==> src/che_pkg.sv <==
// ----------------------------------------------------------------------------
// che_pkg: shared types and constants for the chunk header encoder
// Transaction structs, job descriptor, sequencer segments and register map.
// ----------------------------------------------------------------------------
`default_nettype none

package che_pkg;

  // chunk stream id limits and basic header encoding
  localparam logic [16:0] CS_MIN           = 17'd2;
  localparam logic [16:0] CS_MAX           = 17'd65599;
  localparam logic [16:0] CS_ONE_BYTE_MAX  = 17'd63;
  localparam logic [16:0] CS_TWO_BYTE_LIM  = 17'd320;
  localparam logic [16:0] CS_OFFSET        = 17'd64;

  // timestamp escape and continuation marker
  localparam logic [23:0] TS_ESCAPE = 24'hffffff;
  localparam logic [7:0]  CONT_MARK = 8'hc0;

  // register reset values
  localparam logic [16:0] STREAM_LIMIT_RESET    = 17'd32;
  localparam logic        REPEAT_EXT_TIME_RESET = 1'b0;

  // header formats
  localparam logic [1:0] FMT_FULL      = 2'd0;
  localparam logic [1:0] FMT_NO_STREAM = 2'd1;
  localparam logic [1:0] FMT_TIME_ONLY = 2'd2;
  localparam logic [1:0] FMT_NONE      = 2'd3;

  // job queue between front and back
  localparam int QUEUE_DEPTH = 4;
  localparam int QUEUE_PTR_W = $clog2(QUEUE_DEPTH);

  // configuration register map
  localparam int CFG_INDEX_W = 2;
  typedef enum logic [CFG_INDEX_W-1:0] {
    REG_STREAM_LIMIT    = 2'd0,
    REG_REPEAT_EXT_TIME = 2'd1
  } cfg_reg_t;

  // input transaction
  typedef struct packed {
    logic [16:0] chunk_stream;
    logic [31:0] message_stream;
    logic [7:0]  message_type;
    logic [31:0] time_stamp;
    logic [23:0] message_length;
    logic        have_previous;
    logic [31:0] prev_stream;
    logic [7:0]  prev_type;
    logic [23:0] prev_length;
    logic [31:0] prev_time;
  } in_t;

  // output transaction
  typedef struct packed {
    logic [7:0] header_byte;
    logic       byte_part;
    logic [1:0] chosen_format;
    logic       bad_stream;
    logic       run_end;
  } out_t;

  // classified message, one queue entry
  typedef struct packed {
    logic        bad;
    logic [1:0]  fmt;
    logic [1:0]  nbasic;
    logic [7:0]  basic0;
    logic [7:0]  basic1;
    logic [7:0]  basic2;
    logic [23:0] delta;
    logic        ext;
    logic        rep_ext;
    logic [31:0] ext_ts;
    logic [23:0] mlen;
    logic [7:0]  mtype;
    logic [31:0] msid;
  } job_t;

  // byte sequencer segments
  typedef enum logic [3:0] {
    SEG_IDLE,
    SEG_ERR,
    SEG_BASIC,
    SEG_DELTA,
    SEG_MLEN,
    SEG_MSID,
    SEG_EXT,
    SEG_CBASIC,
    SEG_CEXT
  } seg_t;

endpackage

`default_nettype wire

==> src/che_front.sv <==
// ----------------------------------------------------------------------------
// che_front: message classifier
// Picks the header format, timestamp delta, extended timestamp and basic
// header bytes for one message and packs them into a job descriptor.
// ----------------------------------------------------------------------------
`default_nettype none

module che_front (
  input  wire che_pkg::in_t  item,
  input  wire logic [16:0]   stream_limit,
  input  wire logic          repeat_ext_time,
  output che_pkg::job_t      job
);

  logic        same_stream;
  logic [1:0]  fmt;
  logic [31:0] delta;
  logic        ext;
  logic [16:0] cs_off;

  // format choice against the previous header
  always_comb begin
    same_stream = item.have_previous && (item.message_stream == item.prev_stream);
    fmt = che_pkg::FMT_FULL;
    if (same_stream) begin
      fmt = che_pkg::FMT_NO_STREAM;
      if ((item.message_type == item.prev_type) && (item.message_length != 24'd0)
          && (item.message_length == item.prev_length)) begin
        fmt = che_pkg::FMT_TIME_ONLY;
        if (item.time_stamp == item.prev_time) begin
          fmt = che_pkg::FMT_NONE;
        end
      end
    end
  end

  // timestamp delta and escape detection
  assign delta  = same_stream ? (item.time_stamp - item.prev_time) : item.time_stamp;
  assign ext    = (delta[31:24] != 8'd0) || (delta[23:0] == che_pkg::TS_ESCAPE);
  assign cs_off = item.chunk_stream - che_pkg::CS_OFFSET;

  // job descriptor
  always_comb begin
    job.bad = (item.chunk_stream < che_pkg::CS_MIN) ||
              (item.chunk_stream >= stream_limit) ||
              (item.chunk_stream > che_pkg::CS_MAX);
    job.fmt     = fmt;
    job.basic1  = cs_off[7:0];
    job.basic2  = cs_off[15:8];
    if (item.chunk_stream <= che_pkg::CS_ONE_BYTE_MAX) begin
      job.basic0 = {fmt, item.chunk_stream[5:0]};
      job.nbasic = 2'd1;
    end else if (item.chunk_stream < che_pkg::CS_TWO_BYTE_LIM) begin
      job.basic0 = {fmt, 6'd0};
      job.nbasic = 2'd2;
    end else begin
      job.basic0 = {fmt, 6'd1};
      job.nbasic = 2'd3;
    end
    job.delta   = ext ? che_pkg::TS_ESCAPE : delta[23:0];
    job.ext     = ext;
    job.rep_ext = ext && repeat_ext_time;
    job.ext_ts  = delta;
    job.mlen    = item.message_length;
    job.mtype   = item.message_type;
    job.msid    = item.message_stream;
  end

endmodule

`default_nettype wire

==> src/che_queue.sv <==
// ----------------------------------------------------------------------------
// che_queue: job queue
// Short first-in first-out store of classified jobs between front and back.
// ----------------------------------------------------------------------------
`default_nettype none

module che_queue (
  input  wire logic          clk,
  input  wire logic          rst,
  input  wire logic          push,
  input  wire che_pkg::job_t push_job,
  input  wire logic          pop,
  output logic               full,
  output logic               nonempty,
  output che_pkg::job_t      head
);

  che_pkg::job_t                  entries [che_pkg::QUEUE_DEPTH];
  logic [che_pkg::QUEUE_PTR_W-1:0] wr_ptr;
  logic [che_pkg::QUEUE_PTR_W-1:0] rd_ptr;
  logic [che_pkg::QUEUE_PTR_W:0]   count;

  assign full     = (count == (che_pkg::QUEUE_PTR_W + 1)'(che_pkg::QUEUE_DEPTH));
  assign nonempty = (count != '0);
  assign head     = entries[rd_ptr];

  // storage
  always_ff @(posedge clk) begin
    if (push) begin
      entries[wr_ptr] <= push_job;
    end
  end

  // pointers and fill count
  always_ff @(posedge clk) begin
    if (rst) begin
      wr_ptr <= '0;
      rd_ptr <= '0;
      count  <= '0;
    end else begin
      if (push) begin
        wr_ptr <= wr_ptr + 1'b1;
      end
      if (pop) begin
        rd_ptr <= rd_ptr + 1'b1;
      end
      if (push && !pop) begin
        count <= count + 1'b1;
      end else if (pop && !push) begin
        count <= count - 1'b1;
      end
    end
  end

  // fill count stays within depth
  a_count_bound: assert property (@(posedge clk) disable iff (rst)
    count <= (che_pkg::QUEUE_PTR_W + 1)'(che_pkg::QUEUE_DEPTH))
    else $error("queue count exceeds depth");

  // no overflow or underflow
  a_no_overflow: assert property (@(posedge clk) disable iff (rst)
    !(push && full && !pop) && !(pop && !nonempty))
    else $error("queue overflow or underflow");

endmodule

`default_nettype wire

==> src/che_back.sv <==
// ----------------------------------------------------------------------------
// che_back: header byte sequencer
// Walks the segments of one job and emits one header byte per cycle, when not
// stalled by out_stall, through an output register.
// ----------------------------------------------------------------------------
`default_nettype none

module che_back (
  input  wire logic          clk,
  input  wire logic          rst,
  input  wire logic          job_valid,
  input  wire che_pkg::job_t job_in,
  output logic               job_pop,
  output logic               out_valid,
  input  wire logic          out_stall,
  output che_pkg::out_t      out_item
);

  che_pkg::seg_t seg;
  che_pkg::seg_t seg_next;
  logic [1:0]    cnt;
  logic [1:0]    cnt_next;
  che_pkg::job_t job;
  logic [1:0]    seg_last_idx;
  logic          seg_end;
  che_pkg::seg_t after;
  logic          last;
  logic          advance;
  che_pkg::out_t cur;

  // segment following the given one for this job
  function automatic che_pkg::seg_t next_after(input che_pkg::seg_t s,
                                               input che_pkg::job_t j);
    che_pkg::seg_t body_end;
    body_end = j.ext ? che_pkg::SEG_EXT : che_pkg::SEG_CBASIC;
    unique case (s)
      che_pkg::SEG_BASIC:
        next_after = (j.fmt != che_pkg::FMT_NONE) ? che_pkg::SEG_DELTA : body_end;
      che_pkg::SEG_DELTA:
        next_after = ((j.fmt == che_pkg::FMT_FULL) || (j.fmt == che_pkg::FMT_NO_STREAM))
                     ? che_pkg::SEG_MLEN : body_end;
      che_pkg::SEG_MLEN:
        next_after = (j.fmt == che_pkg::FMT_FULL) ? che_pkg::SEG_MSID : body_end;
      che_pkg::SEG_MSID:   next_after = body_end;
      che_pkg::SEG_EXT:    next_after = che_pkg::SEG_CBASIC;
      che_pkg::SEG_CBASIC: next_after = j.rep_ext ? che_pkg::SEG_CEXT : che_pkg::SEG_IDLE;
      default:             next_after = che_pkg::SEG_IDLE;
    endcase
  endfunction

  // segment length and position
  always_comb begin
    unique case (seg)
      che_pkg::SEG_BASIC, che_pkg::SEG_CBASIC: seg_last_idx = job.nbasic - 2'd1;
      che_pkg::SEG_DELTA:                      seg_last_idx = 2'd2;
      che_pkg::SEG_MLEN, che_pkg::SEG_MSID,
      che_pkg::SEG_EXT, che_pkg::SEG_CEXT:     seg_last_idx = 2'd3;
      default:                                 seg_last_idx = 2'd0;
    endcase
  end

  assign seg_end = (cnt == seg_last_idx);
  assign after   = next_after(seg, job);
  assign last    = (seg != che_pkg::SEG_IDLE) && seg_end && (after == che_pkg::SEG_IDLE);
  assign advance = !out_valid || !out_stall;
  assign job_pop = advance && ((seg == che_pkg::SEG_IDLE) || last) && job_valid;

  // byte selection for the current step
  always_comb begin
    cur.byte_part     = (seg == che_pkg::SEG_CBASIC) || (seg == che_pkg::SEG_CEXT);
    cur.chosen_format = (seg == che_pkg::SEG_ERR) ? che_pkg::FMT_FULL : job.fmt;
    cur.bad_stream    = (seg == che_pkg::SEG_ERR);
    cur.run_end       = last;
    unique case (seg)
      che_pkg::SEG_BASIC, che_pkg::SEG_CBASIC: begin
        unique case (cnt)
          2'd0:    cur.header_byte = (seg == che_pkg::SEG_CBASIC)
                                     ? (job.basic0 | che_pkg::CONT_MARK) : job.basic0;
          2'd1:    cur.header_byte = job.basic1;
          default: cur.header_byte = job.basic2;
        endcase
      end
      che_pkg::SEG_DELTA: begin
        unique case (cnt)
          2'd0:    cur.header_byte = job.delta[23:16];
          2'd1:    cur.header_byte = job.delta[15:8];
          default: cur.header_byte = job.delta[7:0];
        endcase
      end
      che_pkg::SEG_MLEN: begin
        unique case (cnt)
          2'd0:    cur.header_byte = job.mlen[23:16];
          2'd1:    cur.header_byte = job.mlen[15:8];
          2'd2:    cur.header_byte = job.mlen[7:0];
          default: cur.header_byte = job.mtype;
        endcase
      end
      che_pkg::SEG_MSID: begin
        unique case (cnt)
          2'd0:    cur.header_byte = job.msid[7:0];
          2'd1:    cur.header_byte = job.msid[15:8];
          2'd2:    cur.header_byte = job.msid[23:16];
          default: cur.header_byte = job.msid[31:24];
        endcase
      end
      che_pkg::SEG_EXT, che_pkg::SEG_CEXT: begin
        unique case (cnt)
          2'd0:    cur.header_byte = job.ext_ts[31:24];
          2'd1:    cur.header_byte = job.ext_ts[23:16];
          2'd2:    cur.header_byte = job.ext_ts[15:8];
          default: cur.header_byte = job.ext_ts[7:0];
        endcase
      end
      default: cur.header_byte = 8'd0;
    endcase
  end

  // next segment and step
  always_comb begin
    seg_next = seg;
    cnt_next = cnt;
    if (advance) begin
      if ((seg == che_pkg::SEG_IDLE) || last) begin
        cnt_next = 2'd0;
        if (job_pop) begin
          seg_next = job_in.bad ? che_pkg::SEG_ERR : che_pkg::SEG_BASIC;
        end else begin
          seg_next = che_pkg::SEG_IDLE;
        end
      end else if (seg_end) begin
        seg_next = after;
        cnt_next = 2'd0;
      end else begin
        cnt_next = cnt + 2'd1;
      end
    end
  end

  // sequencer state
  always_ff @(posedge clk) begin
    if (rst) begin
      seg <= che_pkg::SEG_IDLE;
      cnt <= 2'd0;
    end else begin
      seg <= seg_next;
      cnt <= cnt_next;
    end
  end

  // current job
  always_ff @(posedge clk) begin
    if (job_pop) begin
      job <= job_in;
    end
  end

  // output register
  always_ff @(posedge clk) begin
    if (rst) begin
      out_valid <= 1'b0;
    end else if (advance) begin
      out_valid <= (seg != che_pkg::SEG_IDLE);
    end
  end

  always_ff @(posedge clk) begin
    if (advance) begin
      out_item <= cur;
    end
  end

  // an error transaction stands alone with zero payload
  a_err_alone: assert property (@(posedge clk) disable iff (rst)
    out_valid && out_item.bad_stream |->
      out_item.run_end && (out_item.header_byte == 8'd0) && !out_item.byte_part)
    else $error("error transaction malformed");

  // continuation bytes are never followed by main bytes within one message
  a_part_order: assert property (@(posedge clk) disable iff (rst)
    out_valid && !out_stall && out_item.byte_part && !out_item.run_end |=>
      !out_valid || out_item.byte_part)
    else $error("main header byte after continuation byte");

endmodule

`default_nettype wire

==> src/chunk_header_encoder.sv <==
// ----------------------------------------------------------------------------
// chunk_header_encoder: compressed chunk header encoder
// Classifies each message against its previous header, queues the result and
// streams main header and continuation template, one byte per unstalled cycle.
// ----------------------------------------------------------------------------
//  channel  direction  handshake               payload
//  in       receive    in_valid / in_stall     in_item   (che_pkg::in_t)
//  out      send       out_valid / out_stall   out_item  (che_pkg::out_t)
//  cfg      receive    cfg_valid / cfg_ready   cfg_index, cfg_data
//
//  one output transaction per cycle while not stalled; a message yields 2 to 25
//  bytes from the byte sequencer (one for a rejected stream id), set by its
//  header length; the first byte passes the queue, job and output registers
//  a four-entry job queue lets input be taken while the sequencer is busy
//  reset clears the queue and sequencer, stream_limit to 32, repeat flag to 0
//  in_stall rises only when the queue is full; cfg_ready is always high
// ----------------------------------------------------------------------------
`default_nettype none

module chunk_header_encoder (
  input  wire logic                          clk,
  input  wire logic                          rst,
  input  wire logic                          in_valid,
  output logic                               in_stall,
  input  wire che_pkg::in_t                  in_item,
  output logic                               out_valid,
  input  wire logic                          out_stall,
  output che_pkg::out_t                      out_item,
  input  wire logic                          cfg_valid,
  output logic                               cfg_ready,
  input  wire logic [che_pkg::CFG_INDEX_W-1:0] cfg_index,
  input  wire logic [16:0]                   cfg_data
);

  logic          [16:0] stream_limit;
  logic                 repeat_ext_time;
  che_pkg::job_t        front_job;
  che_pkg::job_t        head_job;
  logic                 q_full;
  logic                 q_nonempty;
  logic                 q_pop;
  logic                 q_push;

  // configuration registers
  assign cfg_ready = 1'b1;

  always_ff @(posedge clk) begin
    if (rst) begin
      stream_limit    <= che_pkg::STREAM_LIMIT_RESET;
      repeat_ext_time <= che_pkg::REPEAT_EXT_TIME_RESET;
    end else if (cfg_valid && cfg_ready) begin
      unique case (cfg_index)
        che_pkg::REG_STREAM_LIMIT:    stream_limit    <= cfg_data;
        che_pkg::REG_REPEAT_EXT_TIME: repeat_ext_time <= cfg_data[0];
        default: ;
      endcase
    end
  end

  // front: classify and enqueue
  assign in_stall = q_full;
  assign q_push   = in_valid && !q_full;

  che_front u_front (
    .item            (in_item),
    .stream_limit    (stream_limit),
    .repeat_ext_time (repeat_ext_time),
    .job             (front_job)
  );

  che_queue u_queue (
    .clk      (clk),
    .rst      (rst),
    .push     (q_push),
    .push_job (front_job),
    .pop      (q_pop),
    .full     (q_full),
    .nonempty (q_nonempty),
    .head     (head_job)
  );

  // back: byte sequencer
  che_back u_back (
    .clk       (clk),
    .rst       (rst),
    .job_valid (q_nonempty),
    .job_in    (head_job),
    .job_pop   (q_pop),
    .out_valid (out_valid),
    .out_stall (out_stall),
    .out_item  (out_item)
  );

endmodule

`default_nettype wire

==> config.mk <==
export PLATFORM = sky130hd
export DESIGN_NAME = chunk_header_encoder
export DESIGN_NICKNAME = d
export VERILOG_FILES = /design/src/che_pkg.sv /design/src/che_front.sv /design/src/che_queue.sv /design/src/che_back.sv /design/src/chunk_header_encoder.sv
export SDC_FILE = /design/constraint.sdc
export NUM_CORES = 1
export LEC_CHECK = 0
export ABC_AREA = 1
export BUFFER_PORTS_ARGS = -buffer_cell sky130_fd_sc_hd__buf_4
export CAP_MARGIN = 20
export CORE_MARGIN = 3
export CORE_UTILIZATION = 38
export CTS_BUF_LIST = sky130_fd_sc_hd__clkbuf_16
export CTS_CLUSTER_SIZE = 28
export DETAILED_ROUTE_END_ITERATION = 6
export PLACE_DENSITY = 0.64
export REMOVE_ABC_BUFFERS = 1
export SLEW_MARGIN = 20
export SYNTH_ARGS = -nofsm -noshare
export SYNTH_HDL_FRONTEND = slang
export SYNTH_HIERARCHICAL = 1
export SYNTH_SLANG_ARGS = --single-unit
==> constraint.sdc <==
create_clock -name clk -period 28.7 [get_ports clk]
set_clock_uncertainty 0.05 [all_clocks]
set_input_delay 0 -clock clk [delete_from_list [all_inputs] [get_ports clk]]
set_output_delay 0 -clock clk [all_outputs]
set_load 0.1 [all_outputs]
; ---- After elaboration in Yosys (flattened, before gate mapping)
; Memories as Yosys holds them, arrays and structs flattened. A register that Yosys moved wholly into a read port is not among the register bits.
; Index checks and enable logic that the tools add are counted.
[totals]
regBits = 195
latchBits = 0
ramBits = 604
mem_bits_ro = 0
out_inout_bits = 16
memories = 1
[memory_table]
columns = name, depth, width, read_ports, rd_clocked_by_memory_dff, write_ports, line
row1 = u_queue.entries, 4, 151, 1, 1, 1, che_queue.sv:18  ; che_pkg::job_t entries [che_pkg::QUEUE_DEPTH];
[op_classes]
addsub = 8
multipliers = 0
div = 0
n_lt_le_gt_ge = 5
n_eq_ne = 20
n_shift = 0
n_mux = 33
bitwise = 0
reduce_logical = 40
[ops]
columns = op, count
row1 = 8-bit one-hot mux with 3 select lines, 3
row2 = 32-bit == test, 2
row3 = 8-bit one-hot mux with 5 select lines, 1
row4 = 32-bit 2-to-1 mux, 1
row5 = 8-bit one-hot mux with 2 select lines, 2
row6 = 32-bit subtractor, 1
row7 = 4-bit 2-to-1 mux, 7
row8 = 24-bit == test, 1
row9 = 24-bit == test (second input constant), 1
row10 = 24-bit 2-to-1 mux, 1
row11 = 4-bit one-hot mux with 6 select lines, 1
row12 = 24-bit nonzero test, 1
row13 = 17-bit >= comparator, 1
row14 = 17-bit > comparator (second input constant), 1
row15 = 17-bit by 6-bit <= comparator with 1-bit output (second input constant), 1
row16 = 17-bit by 2-bit < comparator with 1-bit output (second input constant), 1
row17 = 17-bit by 9-bit < comparator with 1-bit output (second input constant), 1
row18 = 4-bit by 3-bit == test with 1-bit output (second input constant), 4
row19 = 16-bit by 7-bit subtractor with 16-bit output (second input constant), 1
row20 = 2-bit 2-to-1 mux, 7
row21 = 1-bit logical AND, 11
row22 = 10-bit 2-to-1 mux, 1
row23 = 9-bit 2-to-1 mux, 1
row24 = 4-bit by 2-bit == test with 1-bit output (second input constant), 2
row25 = other kinds (27), 52

; ---- Logic depth before layout (Yosys ltp)
; Gate-level depths: netlist (run 1).
[depth]
word_depth = 12
mapped_depth = 23
depth_no_buf = 23

; ---- Modules after synthesis
; Netlist (run 1), hierarchy kept.
[modules_own_cells]
columns = module, instances, cells_per_inst, area_each_um2, seq_area_each_um2
row1 = che_queue, 1, 1519, 22711.8, 18317.6
row2 = che_back, 1, 511, 6735.2, 5034.8
row3 = che_front, 1, 1286, 6416.2, 0.0
row4 = chunk_header_encoder, 1, 123, 852.1, 360.3

; ---- Least setup slack after synthesis (run 1)
; OpenSTA, ideal clock, no wires.
[synth_path]
kind = register -> register
from = register u_back.out_valid
to = register u_queue/count[1] (netlist name)
t_arrival_ps = 9026
required_ps = 28534
slack_ps = 19508
stages_incl_launch_ff = 10
n_path_buf = 0
synth_period_minus_slack_ps = 9192
path_cell_list = dfxtp_1 -> nand2_1 -> nand2_1 -> nor2_1 -> inv_1 -> ha_1 -> inv_1 -> fa_1 -> o21ai_0 -> nor2_1
[synth_via]
elab_chain_len = 7
word_cells_on_any_way = 9
[synth_lines]
columns = element, line
row1 = start: declaration, che_back.sv:14  ; output logic out_valid,
row2 = start signal: assignment, che_back.sv:162  ; out_valid <= (seg != che_pkg::SEG_IDLE);
row3 = 1-bit logical NOT *, che_back.sv:65  ; assign advance = !out_valid || !out_stall;
row4 = 1-bit logical OR *, che_back.sv:65
row5 = via u_back.advance, che_back.sv:28  ; logic advance;
row6 = 1-bit logical AND * (2 in series), che_back.sv:66  ; assign job_pop = advance && ((seg == che_pkg::SEG_IDLE) || last) && job_valid;
row7 = via q_pop, chunk_header_encoder.sv:41  ; logic q_pop;
row8 = 1-bit logical NOT, che_queue.sv:47  ; if (push && !pop) begin
row9 = 1-bit logical AND, che_queue.sv:47
row10 = 3-bit 2-to-1 mux / 2-bit nonzero test (equally long branches), --
row11 = end signal: assignment, che_queue.sv:48  ; count <= count + 1'b1;
row12 = end signal: assignment, che_queue.sv:50  ; count <= count - 1'b1;
row13 = end: declaration, che_queue.sv:21  ; logic [che_pkg::QUEUE_PTR_W:0] count;
; Mark *: on every way through the listed nets, which the timed path passes. The rest lies on a longest branch.
; A chain may end at the register's enable or synchronous reset.

==> impl_metrics.yaml, run 1 <==
worst_setup_path:
  slowest_stage: "nor2_4"
  critical_path_class: "in -> reg"
  path_max_fanout: 26
  startpoint_type: "input pin"
  arrival_ns: 4.38
  crit_top_cell: "nand2_1"
  critical_path_required_ns: 28.97
  crit_chain: "dlygate4sd3_1, buf_4, xnor2_1, nand3_1, nor2_1, nand2_1, nor2_1, nand2_1, nand2_1, dlygate4sd3_1, nand2_1, nor2_1, nand2_1, nor2_4, nand3_1"
  critPathMaxStageDelay_ns: 0.86
  critPathTopFamily: "simple AND/OR/NAND/NOR gates"
  path_buf_inv: 3
  end_kind: "register"
die:
  die_w_um: 317
  num_rows: 113
  die_area_um2: 100000
  die_h_um: 317
  start_util: 0.385
  core_um2: 95400
  io_pins: 250
power_and_ir_drop:
  power.leakage_nw: 17.0
  power_density_nw_per_um2: 82.5
  total_power_mw: 3.59
  vdd_drop_max_mv: 0.0578
sta:
  period_share: 0.143
  rsz0062_at_grt: "false"
  max_freq_ghz: 0.243
  setup_ws_ns: 24.59
  min_period_ns: 4.11
  tns_ns: 0
  slew_headroom: 0.235
  hold_violations: 0
  finalSetupViolCount: 0
  drv_slew: 0
  worstMarginPinSlew_ns: 1.15
routing:
  dr.pass1.iters: 5
  route.detailed.drc: 0
  postRouteWirelength_mm: 99.6
  via_count: 26400
  postRouteAntennaNets: 0
  post_drt_via_cell_ratio: 5.18
  drt_iter0_drc: 2415
  routedWlPerCell_um: 19.6
min_path:
  hp-class: "in -> reg"
cells_and_area:
  fillers: 8650
  drive_gt1_frac: 0.129
  area_delta_synth_final_pct: 18.4
  final_cell_count_no_fill: 5092
  final_cell_mix: "edfxtp_1 (767), nand2_1 (602), nor2_1 (477), inv_1 (349), o21ai_0 (299)"
  utilization: 0.456
  layout_commonest_cell: "edfxtp_1"
  nets: 4059
synthesis:
  synth_edf_count: 767
  syn-cell-area_um2: 36700
  synth.top_cell.area_share: 0.627
  yosysUniqueCellTypes: 55
  ys_seq_elements: 801
  seq_area_frac_synth: 0.646
  syn_area_per_cell_um2: 10.7
  yosys.area.top_type: "edfxtp_1"
  async_flop_share: 0
  ys.flop_type: "edfxtp_1"
  yosysWarnings: 6
  syn_inst: 3439
  synth_area_leaders: "edfxtp_1 (63%), nand2_1 (6.2%), nor2_1 (4.9%)"
run:
  cap_violations: 0
place:
  port_buffers: 248
  dp_hpwl_mm: 62.2
  place_ws_ns: 24.98
  place_congestion: 0.900
  placed_cells_incl_taps: 4771
cts:
  clockBufferDepth: 3
  clkSinkCount: 801
  cts_buffers: 79
  cts_setup_buffers: 0
  cts_tree: "yes"
  cts_root_buffer: "clkbuf_16"
  insertion_delay_ns: 0.66
  htreeDepth: 3
  clkSlewWorstSetupHoldPaths_ns: 0.06
global_route:
  grt_pass1_wl_mm: 149
  grt_pass1_vias: 25300
  grt_use_total: 0.194
  overflow: 0
  antenna_found_initial: 3
  grt_max_degree: 142
run_status:
  status: "complete, no violations"
[worst min-delay path, stage by stage]
cell	delay [ns]
buf_4	0.09
inv_1	0.06
nand2_1	0.07
nand2_1	0.20
nand3_2	0.17
[flip-flops by register name, summed over array words and instances, names as in the netlist, 2 cells and up, named ones only]
name / flops
u_queue/entries: 604
u_back/job: 150
stream_limit: 17
u_back/out_item: 13
u_back/seg: 4
u_queue/count: 3
u_back/cnt: 2
u_queue/rd_ptr: 2
u_queue/wr_ptr: 2
[synthesized netlist by cell type, types with 2 or more instances]
cell,number
a211oi_1,2
a21o_1,2
a21oi_1,76
a21oi_2,4
a31oi_1,12
a32o_1,2
and2_1,2
buf_2,40
buf_4,81
buf_6,20
clkbuf_1,53
clkbuf_2,12
dfxtp_1,34
edfxtp_1,767
fa_1,2
ha_1,59
inv_1,342
inv_2,8
nand2_1,602
nand2_2,33
nand2_4,5
nand3_1,120
nand3_2,20
nand3b_1,14
nand4_1,35
nor2_1,478
nor2_2,10
nor2_4,6
nor3_1,14
nor4_1,10
nor4b_1,2
o211ai_1,15
o21ai_0,299
o21ai_1,35
o21ai_2,2
o21bai_1,3
o22ai_1,153
or2_2,6
xnor2_1,30
xor2_1,14
[report_power, final]
part,internal [mW],switching (mW)
clock,0.594,0.439
combinational,0.235,0.656
sequential,1.58,0.0812
[per-layer routing]
layer	up-vias	GRT usage	routed length (um)
li1	12400	-	-
met1	12900	0.265	42700
met2	952	0.330	48500
met3	127	0.0267	6580
met4	0	0.0466	1800
met5	-	0	0
[final cells by class]
| type | count | area [um^2] | share of cell area |
|---|---|---|---|
| Multi-Input combinational cell | 2080 | 10400 | 0.239 |
| Antenna cell | 3 | 7.51 | 0.000173 |
| Clock inverter | 62 | 611 | 0.0140 |
| Clock buffer | 79 | 1980 | 0.0455 |
| Inverter | 352 | 1350 | 0.0311 |
| Sequential cell | 801 | 23700 | 0.546 |
| Timing Repair Buffer | 450 | 3820 | 0.0879 |
| Tap cell | 1265 | 1580 | 0.0364 |
[cell families (layout without fill, tap and decap cells)]
logic type / count (synthesis) / after routing / synth area share
AO/OA/AOI/OAI: 614 / 614 / 0.0926
XOR/XNOR: 44 / 44 / 0.0105
adder cells (fa/ha/maj): 61 / 61 / 0.0212
buffers and inverters: 558 / 943 / 0.0712
flip-flops: 801 / 801 / 0.646
other: 1 / 4 / 0.000102
AND/OR/NAND/NOR: 1360 / 1360 / 0.158
[final timing paths]
path                                        start                      end  slack, ns  depth (start not counted)
worst max-delay path                 in_item[185]  u_queue/entries[0][101]      24.59                         15
worst min-delay path                 in_item[134]  u_queue/entries[1][111]       0.01                          5
worst max register to register      u_back/seg[3]           u_back/job[90]      24.96                         12
worst min register to register  u_queue/rd_ptr[1]                 register       0.39                          1
[metrics by stage]
stage          hold slack [ns]  area (um^2)
2_1_floorplan           0.0181        35400
3_5_place_dp             0.174        39100
5_1_grt                 0.0574        43500
4_1_cts                 0.0141        43500
6_report                0.0126        43500
3_3_place_gp             0.170        39100
[timing repair]
item,CTS,global route
setup endpoints to repair,0,0
resized for setup,0,0
hold buffers,177,0
endpoints found under the hold margin,603,0
Note: power is estimated with default switching activity, not from simulation.
==> inputs of run 2 (changes only) <==
- ABC_AREA: 1 -> 0
- clock period: 28.7 -> 4.2 ns (I/O delays scaled with it)
==> impl_metrics.yaml, run 2 <==
run_status:
  status: "complete, no violations"
min_path:
  hp-class: "in -> reg"
sta:
  max_freq_ghz: 0.260
  worstMarginPinSlew_ns: 0.973
  finalSetupViolCount: 0
  drv_slew: 0
  slew_headroom: 0.351
  min_period_ns: 3.85
  hold_violations: 0
  setup_ws_ns: 0.349
  holdWs_ns: 0.0884
  rsz0062_at_grt: "false"
  period_share: 0.917
cells_and_area:
  top_register: "u_queue/entries"
  largest_reg_flops: 604
  regArea_um2: 23700
  area_delta_synth_final_pct: 20.5
  fillers: 7603
  layout_commonest_cell: "edfxtp_1"
  drive_gt1_frac: 0.246
  largestRegisters: "u_queue/entries (604), u_back/job (150), stream_limit (17)"
  multi_input_area_um2: 10000
  final_cell_mix: "edfxtp_1 (767), buf_4 (283), dlygate4sd3_1 (172), mux4_2 (151), inv_1 (91)"
  final_cell_count_no_fill: 3728
  nets: 2784
  stdcell_area_um2: 42200
cts:
  cts_tree: "yes"
  clkSlewWorstSetupHoldPaths_ns: 0.06
  htreeDepth: 3
  cts_root_buffer: "clkbuf_16"
  clkSinkCount: 801
  clockBufferDepth: 3
  cts_buffers: 80
  insertion_delay_ns: 0.63
global_route:
  grt_max_degree: 154
  grt_pass1_wl_mm: 130
  grt_pass1_vias: 21100
  overflow: 0
  antenna_found_initial: 1
  grt_use_total: 0.179
die:
  io_pins: 250
  die_w_um: 310
  core_um2: 90700
  num_rows: 110
  start_util: 0.386
  die_area_um2: 95900
  die_h_um: 310
routing:
  route.detailed.drc: 0
  via_count: 20200
  postRouteAntennaNets: 0
  dr.pass1.iters: 6
  post_drt_via_cell_ratio: 5.41
  drt_iter0_drc: 1696
  postRouteWirelength_mm: 86.0
  routedWlPerCell_um: 23.1
worst_setup_path:
  endpoint: "u_queue/entries[3][113]"
  r2r_cells: 12
  end_kind: "register"
  rrSetupSlack_ns: 0.63
  rr_endpoint: "u_queue/count[2]"
  worstSetupStartpoint: "in_item[121]"
  arrival_ns: 4.13
  r2r-start: "u_back/seg[3]"
  path_max_fanout: 9
  startpoint_type: "input pin"
  critical_path_class: "in -> reg"
  critical_path_required_ns: 4.48
run:
  cap_violations: 0
place:
  place_ws_ns: 0.0233
  port_buffers: 248
  placed_cells_incl_taps: 3409
  place_area_um2: 37900
  place_congestion: 0.897
  dp_hpwl_mm: 56.0
power_and_ir_drop:
  power_density_nw_per_um2: 566
  power.leakage_nw: 14.6
  vdd_drop_max_mv: 0.522
synthesis:
  syn-cell-area_um2: 35000
  async_flop_share: 0
  yosysUniqueCellTypes: 96
  synth.top_cell.area_share: 0.657
  ys.flop_type: "edfxtp_1"
  syn_inst: 2097
  synth_edf_count: 767
  ys_seq_elements: 801
  synth_area_leaders: "edfxtp_1 (66%), mux4_2 (9.7%), ha_1 (2.1%)"
  synth_common_cells: "edfxtp_1 (767), mux4_2 (151), nand2_1 (85), a21oi_1 (83), inv_1 (78)"
  yosys.area.top_type: "edfxtp_1"
  yosysMostFrequentCell: "edfxtp_1"
  yosysWarnings: 6
  seq_area_frac_synth: 0.677
  syn_area_per_cell_um2: 16.7
## run 2: changes by cell type in the layout (fill, tap and decap cells not counted), moves of 141 or more
cell     previous run  this run
o22ai_1           153        12
nor2_1            477        70
inv_1             349        91
mux4_2              0       151
nand2_1           602        85
o21ai_0           299        41
## run 2: critical path, stage by stage
cell and delay [ns]:
dlygate4sd3_1 0.53, buf_4 0.16, inv_1 0.05, ha_1 0.21, fa_1 0.43, nand2b_1 0.23
a211o_1 0.38, a21boi_1 0.31, o21ai_1 0.19, a32oi_1 0.28, xnor2_1 0.15, o21ai_0 0.20
nand4b_2 0.38, a211oi_4 0.30, buf_12 0.17, nand4_1 0.16
## run 2: kinds of logic after synthesis
| family | count (synthesis) | share of synthesized area |
|---|---|---|
| adder cells (fa/ha/maj) | 61 | 0.0222 |
| multiplexers | 185 | 0.107 |
| AO/OA/AOI/OAI | 312 | 0.0642 |
| other | 1 | 0.000107 |
| AND/OR/NAND/NOR | 399 | 0.0658 |
| XOR/XNOR | 97 | 0.0248 |
| flip-flops | 801 | 0.677 |
| buffers and inverters | 241 | 0.0389 |
## run 2: area by class of cell
class | count | area share
diodes | 1 | 0.0000593
clock buffers | 80 | 0.0474
flip-flops and latches | 801 | 0.562
repair buffers | 472 | 0.0989
well taps | 1176 | 0.0348
multi-input cells | 1055 | 0.237
inverters | 79 | 0.00702
clock inverters | 64 | 0.0134
## run 2: through the flow
stage / util / setup TNS (ns) / power [mW]
after floorplan: - / -1676.08 / 14.9
after global placement: 0.418 / 0 / 17.0
after detailed placement: 0.418 / 0 / 17.1
after CTS: 0.465 / 0 / 24.2
after global routing: 0.466 / 0 / 24.9
final: 0.466 / 0 / 23.9
## run 2: per-layer routing
| metal | routed length [um] | GRT usage |
|---|---|---|
| met2 | 44500 | 0.312 |
| met1 | 35300 | 0.236 |
| met3 | 4240 | 0.0201 |
| met4 | 1920 | 0.0533 |
| met5 | 0 | 0 |
## run 2: how the worst min path moves through the flow
stage	start	end	slack (ns)	cells after the start
after detailed placement	in_item[167]	u_queue/entries[1][6]	0.17	1
after global placement	in_item[184]	u_queue/entries[0][23]	0.17	1
after global routing	in_item[163]	u_queue/entries[2][2]	0.08	2
after floorplan	rst	u_back/cnt[0]	0.02	1
after CTS	in_item[166]	u_queue/entries[2][5]	0.06	2
final	in_item[169]	u_queue/entries[2][8]	0.09	2
## run 2: report_power, final
group | total (mW) | switching (mW) | internal (mW)
combinational | 5.65 | 3.48 | 2.17
clock | 6.88 | 2.99 | 3.89
sequential | 11.4 | 0.586 | 10.8
total | 23.9 | 7.05 | 16.8
## run 2: what timing repair did
| action | 4_1_cts | 5_1_grt |
|---|---|---|
| setup buffers | 0 | 1 |
| setup endpoints to repair | 0 | 47 |
| hold buffers | 172 | 0 |
| endpoints found under the hold margin | 615 | 0 |
| gates resized for setup | 0 | 1 |
